--- src/rbsp_pkg.sv ---
// ----------------------------------------------------------------------------
// Buffer slot pool package
// Shared field widths, request and status codes, register indexes and the
// record that travels along the row of slot cells.
// ----------------------------------------------------------------------------
package rbsp_pkg;

   localparam int OPCODE_BITS = 2;
   localparam int SLOT_BITS   = 4;
   localparam int STATUS_BITS = 2;
   localparam int COUNT_OUT_BITS = 8;
   localparam int CSR_DATA_BITS = 5;
   localparam int CSR_INDEX_BITS = 1;

   localparam logic [CSR_DATA_BITS-1:0] MIN_SLOTS_RESET = 5'd0;
   localparam logic [CSR_DATA_BITS-1:0] MAX_SLOTS_RESET = 5'd16;

   typedef enum logic [OPCODE_BITS-1:0] {
      OP_FIND    = 2'd0,
      OP_ACQUIRE = 2'd1,
      OP_PEEK    = 2'd2,
      OP_RELEASE = 2'd3
   } opcode_type;

   typedef enum logic [STATUS_BITS-1:0] {
      ST_OK        = 2'd0,
      ST_GROWN     = 2'd1,
      ST_NONE      = 2'd2,
      ST_REL_ZERO  = 2'd3
   } status_type;

   typedef enum logic [CSR_INDEX_BITS-1:0] {
      CSR_MIN_SLOTS = 1'd0,
      CSR_MAX_SLOTS = 1'd1
   } csr_index_type;

   typedef struct packed {
      logic                      found;
      logic                      hit;
      logic                      rel_zero;
      logic [SLOT_BITS-1:0]      slot;
      logic [COUNT_OUT_BITS-1:0] count;
   } chain_type;

endpackage

--- src/rbsp_if.sv ---
// ----------------------------------------------------------------------------
// Buffer slot pool channels
// Request, response and register write channels with valid/ready handshake.
// ----------------------------------------------------------------------------
interface rbsp_req_if;
   import rbsp_pkg::*;
   logic                   valid;
   logic                   ready;
   logic [OPCODE_BITS-1:0] opcode;
   logic [SLOT_BITS-1:0]   slot_index;
   modport source (output valid, output opcode, output slot_index, input ready);
   modport sink (input valid, input opcode, input slot_index, output ready);
endinterface

interface rbsp_rsp_if;
   import rbsp_pkg::*;
   logic                      valid;
   logic                      ready;
   logic [STATUS_BITS-1:0]    status;
   logic [SLOT_BITS-1:0]      slot;
   logic [COUNT_OUT_BITS-1:0] ref_count;
   modport source (output valid, output status, output slot, output ref_count, input ready);
   modport sink (input valid, input status, input slot, input ref_count, output ready);
endinterface

interface rbsp_csr_if;
   import rbsp_pkg::*;
   logic                      valid;
   logic                      ready;
   logic [CSR_INDEX_BITS-1:0] index;
   logic [CSR_DATA_BITS-1:0]  data;
   modport source (output valid, output index, output data, input ready);
   modport sink (input valid, input index, input data, output ready);
endinterface

--- src/rbsp_cell.sv ---
// ----------------------------------------------------------------------------
// Buffer slot pool cell
// Holds the reference count of one slot, takes part in the lowest-free search
// and merges its answer into the record passed along the row.
// ----------------------------------------------------------------------------
module rbsp_cell #(
   parameter int IDX        = 0,
   parameter int COUNT_BITS = 8,
   parameter int CMP_BITS   = 5
) (
   input  logic                       clock,
   input  logic                       reset,
   input  logic                       accept,
   input  rbsp_pkg::opcode_type       opcode,
   input  logic [CMP_BITS-1:0]        req_idx,
   input  logic [CMP_BITS-1:0]        live,
   input  logic                       grow,
   input  rbsp_pkg::chain_type        chain_in,
   output rbsp_pkg::chain_type        chain_out
);
   import rbsp_pkg::*;

   localparam int WIDE_BITS = (COUNT_BITS > COUNT_OUT_BITS) ? COUNT_BITS : COUNT_OUT_BITS;
   localparam logic [CMP_BITS-1:0]  IDX_C   = CMP_BITS'(IDX);
   localparam logic [SLOT_BITS-1:0] SLOT_LO = SLOT_BITS'(IDX);

   logic [COUNT_BITS-1:0] count_ff, count_in, count_after;
   logic [WIDE_BITS-1:0]  count_wide;
   logic                  live_here, zero, addr, find_hit, hit;

   always_comb begin
      live_here = IDX_C < live;
      zero      = count_ff == '0;
      addr      = (opcode != OP_FIND) && live_here && (req_idx == IDX_C);
      find_hit  = (opcode == OP_FIND) && live_here && zero && !chain_in.found;
      hit       = addr || find_hit;

      case (opcode)
         OP_ACQUIRE: count_after = (count_ff == '1) ? count_ff : count_ff + 1'b1;
         OP_RELEASE: count_after = zero ? count_ff : count_ff - 1'b1;
         default:    count_after = count_ff;
      endcase
      count_wide = WIDE_BITS'(count_after);

      count_in = count_ff;
      if (accept && addr) begin
         count_in = count_after;
      end else if (accept && grow && (IDX_C == live)) begin
         count_in = '0;
      end

      chain_out.found    = chain_in.found || (live_here && zero);
      chain_out.hit      = chain_in.hit || hit;
      chain_out.rel_zero = chain_in.rel_zero || (addr && (opcode == OP_RELEASE) && zero);
      chain_out.slot     = chain_in.slot | (hit ? SLOT_LO : '0);
      chain_out.count    = chain_in.count | (hit ? count_wide[COUNT_OUT_BITS-1:0] : '0);
   end

   always_ff @(posedge clock) begin
      if (reset) begin
         count_ff <= '0;
      end else begin
         count_ff <= count_in;
      end
   end

endmodule

--- src/refcounted_buffer_slot_pool.sv ---
// ----------------------------------------------------------------------------
// Reference-counted buffer slot pool
// Response: a request's response is registered in the cycle after it is taken.
// Throughput: one request per cycle, stalled while a response waits; the row
// of slot cells resolves lowest-free search and count update in the same cycle.
// Reset clears slot counts and grown count, min_slots to 0, max_slots to 16.
// ----------------------------------------------------------------------------
module refcounted_buffer_slot_pool #(
   parameter int POOL_SLOTS = 16,
   parameter int COUNT_BITS = 8
) (
   input  logic clock,
   input  logic reset,
   rbsp_req_if.sink   req,
   rbsp_rsp_if.source rsp,
   rbsp_csr_if.sink   csr
);
   import rbsp_pkg::*;

   localparam int LIVE_BITS = $clog2(POOL_SLOTS + 1);
   localparam int CMP_BITS  = (LIVE_BITS > CSR_DATA_BITS) ? LIVE_BITS : CSR_DATA_BITS;
   localparam logic [CMP_BITS-1:0] POOL_C = CMP_BITS'(POOL_SLOTS);

   logic [CSR_DATA_BITS-1:0]  min_slots_ff, min_slots_in;
   logic [CSR_DATA_BITS-1:0]  max_slots_ff, max_slots_in;
   logic [CMP_BITS-1:0]       grown_ff, grown_in;
   logic                      rsp_valid_ff, rsp_valid_in;
   logic [STATUS_BITS-1:0]    status_ff, status_in;
   logic [SLOT_BITS-1:0]      slot_ff, slot_in;
   logic [COUNT_OUT_BITS-1:0] count_ff, count_in;

   logic [CMP_BITS-1:0] min_c, max_c, live, lim, req_idx;
   logic                accept, grow;
   opcode_type          opcode;
   chain_type           chain [POOL_SLOTS+1];

   assign csr.ready = 1'b1;
   assign req.ready = !rsp_valid_ff || rsp.ready;
   assign accept    = req.valid && req.ready;
   assign opcode    = opcode_type'(req.opcode);
   assign req_idx   = CMP_BITS'(req.slot_index);

   always_comb begin
      min_c = CMP_BITS'(min_slots_ff);
      max_c = CMP_BITS'(max_slots_ff);
      if (min_c > POOL_C) begin
         min_c = POOL_C;
      end
      lim = (max_c > POOL_C) ? POOL_C : max_c;
      live = (grown_ff > min_c) ? grown_ff : min_c;
   end

   assign chain[0] = '0;

   genvar gi;
   generate
      for (gi = 0; gi < POOL_SLOTS; gi++) begin : g_cell
         rbsp_cell #(
            .IDX        (gi),
            .COUNT_BITS (COUNT_BITS),
            .CMP_BITS   (CMP_BITS)
         ) u_cell (
            .clock     (clock),
            .reset     (reset),
            .accept    (accept),
            .opcode    (opcode),
            .req_idx   (req_idx),
            .live      (live),
            .grow      (grow),
            .chain_in  (chain[gi]),
            .chain_out (chain[gi+1])
         );
      end
   endgenerate

   assign grow = (opcode == OP_FIND) && !chain[POOL_SLOTS].found && (live < lim);

   always_comb begin
      min_slots_in = min_slots_ff;
      max_slots_in = max_slots_ff;
      if (csr.valid) begin
         unique case (csr_index_type'(csr.index))
            CSR_MIN_SLOTS: min_slots_in = csr.data;
            CSR_MAX_SLOTS: max_slots_in = csr.data;
            default:       min_slots_in = min_slots_ff;
         endcase
      end

      grown_in = grown_ff;
      if (accept && grow) begin
         grown_in = live + 1'b1;
      end

      status_in = status_ff;
      slot_in   = slot_ff;
      count_in  = count_ff;
      if (accept) begin
         slot_in  = chain[POOL_SLOTS].slot;
         count_in = chain[POOL_SLOTS].count;
         if (chain[POOL_SLOTS].hit) begin
            status_in = chain[POOL_SLOTS].rel_zero ? ST_REL_ZERO : ST_OK;
         end else if (grow) begin
            status_in = ST_GROWN;
            slot_in   = live[SLOT_BITS-1:0];
            count_in  = '0;
         end else begin
            status_in = ST_NONE;
         end
      end

      rsp_valid_in = accept || (rsp_valid_ff && !rsp.ready);
   end

   always_ff @(posedge clock) begin
      if (reset) begin
         min_slots_ff <= MIN_SLOTS_RESET;
         max_slots_ff <= MAX_SLOTS_RESET;
         grown_ff     <= '0;
         rsp_valid_ff <= 1'b0;
      end else begin
         min_slots_ff <= min_slots_in;
         max_slots_ff <= max_slots_in;
         grown_ff     <= grown_in;
         rsp_valid_ff <= rsp_valid_in;
      end
   end

   always_ff @(posedge clock) begin
      status_ff <= status_in;
      slot_ff   <= slot_in;
      count_ff  <= count_in;
   end

   assign rsp.valid     = rsp_valid_ff;
   assign rsp.status    = status_ff;
   assign rsp.slot      = slot_ff;
   assign rsp.ref_count = count_ff;

endmodule
--- src/flat_wrapper.sv ---
// flat-port wrapper written by rule: the top's interface ports become plain ports
module refcounted_buffer_slot_pool_flat import rbsp_pkg::*;
#(
   parameter int POOL_SLOTS = 16,
   parameter int COUNT_BITS = 8
)
  (clock, reset, req_valid, req_opcode, req_slot_index, req_ready, rsp_valid, rsp_status, rsp_slot, rsp_ref_count, rsp_ready, csr_valid, csr_index, csr_data, csr_ready);
  rbsp_req_if req_i ();
  rbsp_rsp_if rsp_i ();
  rbsp_csr_if csr_i ();
  input  logic clock;
  input  logic reset;
  input wire logic [$bits(req_i.valid)-1:0] req_valid;
  input wire logic [$bits(req_i.opcode)-1:0] req_opcode;
  input wire logic [$bits(req_i.slot_index)-1:0] req_slot_index;
  output wire logic [$bits(req_i.ready)-1:0] req_ready;
  output wire logic [$bits(rsp_i.valid)-1:0] rsp_valid;
  output wire logic [$bits(rsp_i.status)-1:0] rsp_status;
  output wire logic [$bits(rsp_i.slot)-1:0] rsp_slot;
  output wire logic [$bits(rsp_i.ref_count)-1:0] rsp_ref_count;
  input wire logic [$bits(rsp_i.ready)-1:0] rsp_ready;
  input wire logic [$bits(csr_i.valid)-1:0] csr_valid;
  input wire logic [$bits(csr_i.index)-1:0] csr_index;
  input wire logic [$bits(csr_i.data)-1:0] csr_data;
  output wire logic [$bits(csr_i.ready)-1:0] csr_ready;
  assign req_i.valid = req_valid;
  assign req_i.opcode = req_opcode;
  assign req_i.slot_index = req_slot_index;
  assign req_ready = req_i.ready;
  assign rsp_valid = rsp_i.valid;
  assign rsp_status = rsp_i.status;
  assign rsp_slot = rsp_i.slot;
  assign rsp_ref_count = rsp_i.ref_count;
  assign rsp_i.ready = rsp_ready;
  assign csr_i.valid = csr_valid;
  assign csr_i.index = csr_index;
  assign csr_i.data = csr_data;
  assign csr_ready = csr_i.ready;
  refcounted_buffer_slot_pool #(.POOL_SLOTS(POOL_SLOTS), .COUNT_BITS(COUNT_BITS)) u_core (.clock(clock), .reset(reset), .req(req_i), .rsp(rsp_i), .csr(csr_i));
endmodule
--- config.mk ---
export PLATFORM = sky130hd
export DESIGN_NAME = refcounted_buffer_slot_pool_flat
export DESIGN_NICKNAME = d
export VERILOG_FILES = /design/src/rbsp_pkg.sv /design/src/rbsp_if.sv /design/src/rbsp_cell.sv /design/src/refcounted_buffer_slot_pool.sv /design/src/flat_wrapper.sv
export SDC_FILE = /design/constraint.sdc
export NUM_CORES = 1
export LEC_CHECK = 0
export ABC_AREA = 0
export BUFFER_PORTS_ARGS = -buffer_cell sky130_fd_sc_hd__buf_2
export CORE_UTILIZATION = 40
export CTS_CLUSTER_SIZE = 25
export DETAILED_ROUTE_END_ITERATION = 12
export MAX_ROUTING_LAYER = met4
export PLACE_DENSITY_LB_ADDON = 0.12
export SYNTH_ARGS = -nofsm -noshare
export SYNTH_HDL_FRONTEND = slang
export SYNTH_SLANG_ARGS = --single-unit
--- constraint.sdc ---
create_clock -name clock -period 5.62 [get_ports clock]
set_clock_uncertainty 0.2 [all_clocks]
set_input_delay 0.281 -clock clock [delete_from_list [all_inputs] [get_ports clock]]
set_output_delay 0.281 -clock clock [all_outputs]
set_load 0.01 [all_outputs]
==> impl_metrics.tcl <==
set metrics [dict create \
    status "finished clean" \
    clkTransAtPathRegs_ps 70 \
    fin_nets 2121 \
    slowest_stage "a211oi_1" \
    setup_ws_ps 391 \
    syn_area_mm2 0.0149 \
    wire_per_inst_um 25.5 \
    holdPathEnd "u_core.g_cell[3].u_cell.count_ff[6]" \
    finalWirelength_um 64300 \
    crit_family "compound AO/OA/AOI/OAI gates" \
    ys_warn_count 0 \
    cts_sinks 158 \
    cts_root_buf "clkbuf_16" \
    fmax_mhz 191 \
    insertion_delay_ps 460 \
    area_growth_pct 9.08 \
    fillers 3819 \
    power.leakage_nw 5.98 \
    ys_types 103 \
    firstDrtPassIters 6 \
    worst-path-buf-inv 3 \
    clockBufferDepth 2 \
    worstSetupEndpointType "flip-flop" \
    grt_overflow 0 \
    dr.first_iter.drc_count 1777 \
    finalCriticalPeriod_ps 5230 \
    die-area_mm2 0.0381 \
    min_path_type "in -> reg" \
    postSynth.asyncResetShare_pct 0 \
    hpwl_um 49500 \
    regArea_mm2 0.00330 \
    reg2reg_depth 14 \
    rsz0062_at_grt "false" \
    hold_viol_final 0 \
    critPathMaxFanout 11 \
    r2r-end "u_core.rsp.ref_count[2]" \
    rrSetupSlack_ps 390 \
    antenna_left 0 \
    die_w_um 195 \
    maxCapViolCount 0 \
    placeableCoreArea_mm2 0.0367 \
    utilization_pct 44.4 \
    pre_cts_slack_ps 540 \
    grt_usage_pct 34.8 \
    io-pin-count 34 \
    grt_pass1_wl_um 98500 \
    worst_pin_slew_ps 1050 \
    layout_common_cells "192 x nor2_1, 191 x nand2_1, 149 x a21oi_1" \
    r2r-start "u_core.min_slots_ff[4]" \
    post_cts_resize_count 0 \
    slew_headroom_pct 29.1 \
    met1_length_um 27900 \
    cts-buffers-inserted 17 \
    timing.setup.tns_ps 0 \
    cts_setup_buffers 0 \
    die_h_um 195 \
    antenna_found_initial 0 \
    hp-start "req_slot_index[2]" \
    crit_type "reg -> reg" \
    rows 70 \
    start_kind "flip-flop" \
    critPathArrivalTime_ps 5200 \
    seq_area_frac_synth_pct 22.1 \
    antenna_cells 0 \
    synthCells 2059 \
    port_buffers 32 \
    whs_ps 186 \
    synth_fa_ha_area_share_pct 5.03 \
    multiInputGateArea_mm2 0.0108 \
    muxShareOfSynthArea_pct 2.38 \
    met3_wirelength_um 5300 \
    start_util_pct 40.7 \
    whs_path_depth 4 \
    vdd_drop_max_v 0.000213 \
    synthSimpleGateAreaFrac_pct 27.1 \
    synth.avg_cell_area_um2 7.25 \
    fin_crit_sh_pct 93.0 \
    synth_fp_nets 2136 \
    grt_pass1_vias 15700 \
    slowest_delay_ps 680 \
    cts_max_level 4 \
    synth_flop_cell "dfxtp_1" \
    dr_wl_met2_um 28300 \
    vias_per_cell 6.70 \
    powerDensity_mw_per_mm2 188 \
    holdBufCountCts 13 \
    grt_max_degree 53 \
    vias 16900 \
    cts_tree "done" \
    final_max_slew_viol_count 0 \
    synth_xor_area_share_pct 2.81 \
    setup_viol 0 \
    top_layer "met4" \
    drc_errors 0 \
    synth_edf_count 14 \
    gp_congestion 1.06 \
    synth_top_family_by_area "compound AO/OA/AOI/OAI gates" \
    synth_compound_area_share_pct 34.8 \
    crit_required_ps 5600 \
    final_common_cell "nor2_1" \
    drive_gt1_share_pct 9.14 \
    path_cells "clkinv_1 > ha_1 > o211a_1 > o31ai_1 > buf_4 > a2111oi_1 > a21oi_1 > buf_4 > o21ai_1 > o22ai_1 > a211oi_1 > o211ai_1 > nor3_1 > o211ai_1" \
    ys_ff_latch 158 \
]
==> state kept, by name, indices dropped and copies added (netlist names) <==
signal and cells:
u_core.rsp.slot 4, u_core.min_slots_ff 5, u_core.rsp.status 2, u_core.rsp.ref_count 8, u_core.rsp.valid 1, u_core.max_c 5, u_core.g_cell.u_cell.count_ff 128, u_core.grown_ff 5
==> cell families after synthesis <==
group | count (synthesis)
compound gates | 734
xor+xnor | 48
fa+ha+maj | 60
buf+inv | 215
flops | 158
mux | 34
other cells | 1
simple gates | 809
==> layout make-up <==
cell class / count / area share, %
clock inverters: 13 / 0.899
multi-input cells: 1686 / 66.2
repair buffers: 105 / 4.58
inverters: 76 / 1.75
flip-flops and latches: 158 / 20.3
clock buffers: 19 / 2.72
well taps: 468 / 3.59
==> worst min-delay path: cells and delay by family <==
kind,cells,cell delay [ps]
AOI/OAI and AO/OA,2,210
and+or+nand+nor,1,100
buffers and inverters,1,200
==> layer usage <==
layer  vias up  GRT usage, %
met5         -             -
met4         0          15.0
met3       157          6.72
met2       832          52.1
met1      8119          45.3
li1       7815             -
==> metrics by stage <==
stage	power, mW	std cells	cell area, um2
6_report	3.06	2525	16300
5_1_grt	3.17	2525	16300
4_1_cts	3.06	2525	16300
3_5_place_dp	1.84	2480	15600
3_3_place_gp	1.85	2480	15600
2_1_floorplan	1.61	2059	14900
==> power breakdown <==
part / switching [mW] / internal, mW
Combinational: 0.469 / 0.207
Sequential: 0.0169 / 1.16
Clock: 0.510 / 0.703
Total: 0.995 / 2.07
==> worst max path at each step <==
| stage | end | from | depth (start not counted) |
|---|---|---|---|
| after floorplan | u_core.g_cell[8].u_cell.count_ff[3] | u_core.min_slots_ff[2] | 18 |
| after global routing | u_core.rsp.ref_count[2] | u_core.min_slots_ff[4] | 14 |
| after detailed placement | u_core.rsp.ref_count[2] | u_core.min_slots_ff[4] | 14 |
| after global placement | u_core.rsp.ref_count[2] | u_core.min_slots_ff[4] | 14 |
| after CTS | u_core.rsp.ref_count[2] | u_core.min_slots_ff[4] | 14 |
| final | u_core.rsp.ref_count[2] | u_core.min_slots_ff[4] | 14 |
==> cells in the mapped netlist, types with 30 or more instances <==
cell type | count | share of area [%]
inv_1 | 72 | 1.8
xnor2_1 | 35 | 2.1
o21ai_0 | 140 | 4.7
nor2_1 | 192 | 4.8
nand4_1 | 35 | 1.5
nand2_1 | 192 | 4.8
o2bb2ai_1 | 39 | 2.3
ha_1 | 60 | 5.0
a22o_1 | 57 | 3.3
nor3_1 | 90 | 3.0
o22ai_1 | 30 | 1.3
a31oi_1 | 52 | 2.2
a21oi_1 | 149 | 5.0
and3_1 | 34 | 1.4
dfxtp_1 | 144 | 19
clkbuf_1 | 117 | 2.9
nand3_1 | 95 | 3.2
Note: power is estimated with default switching activity, not from simulation.
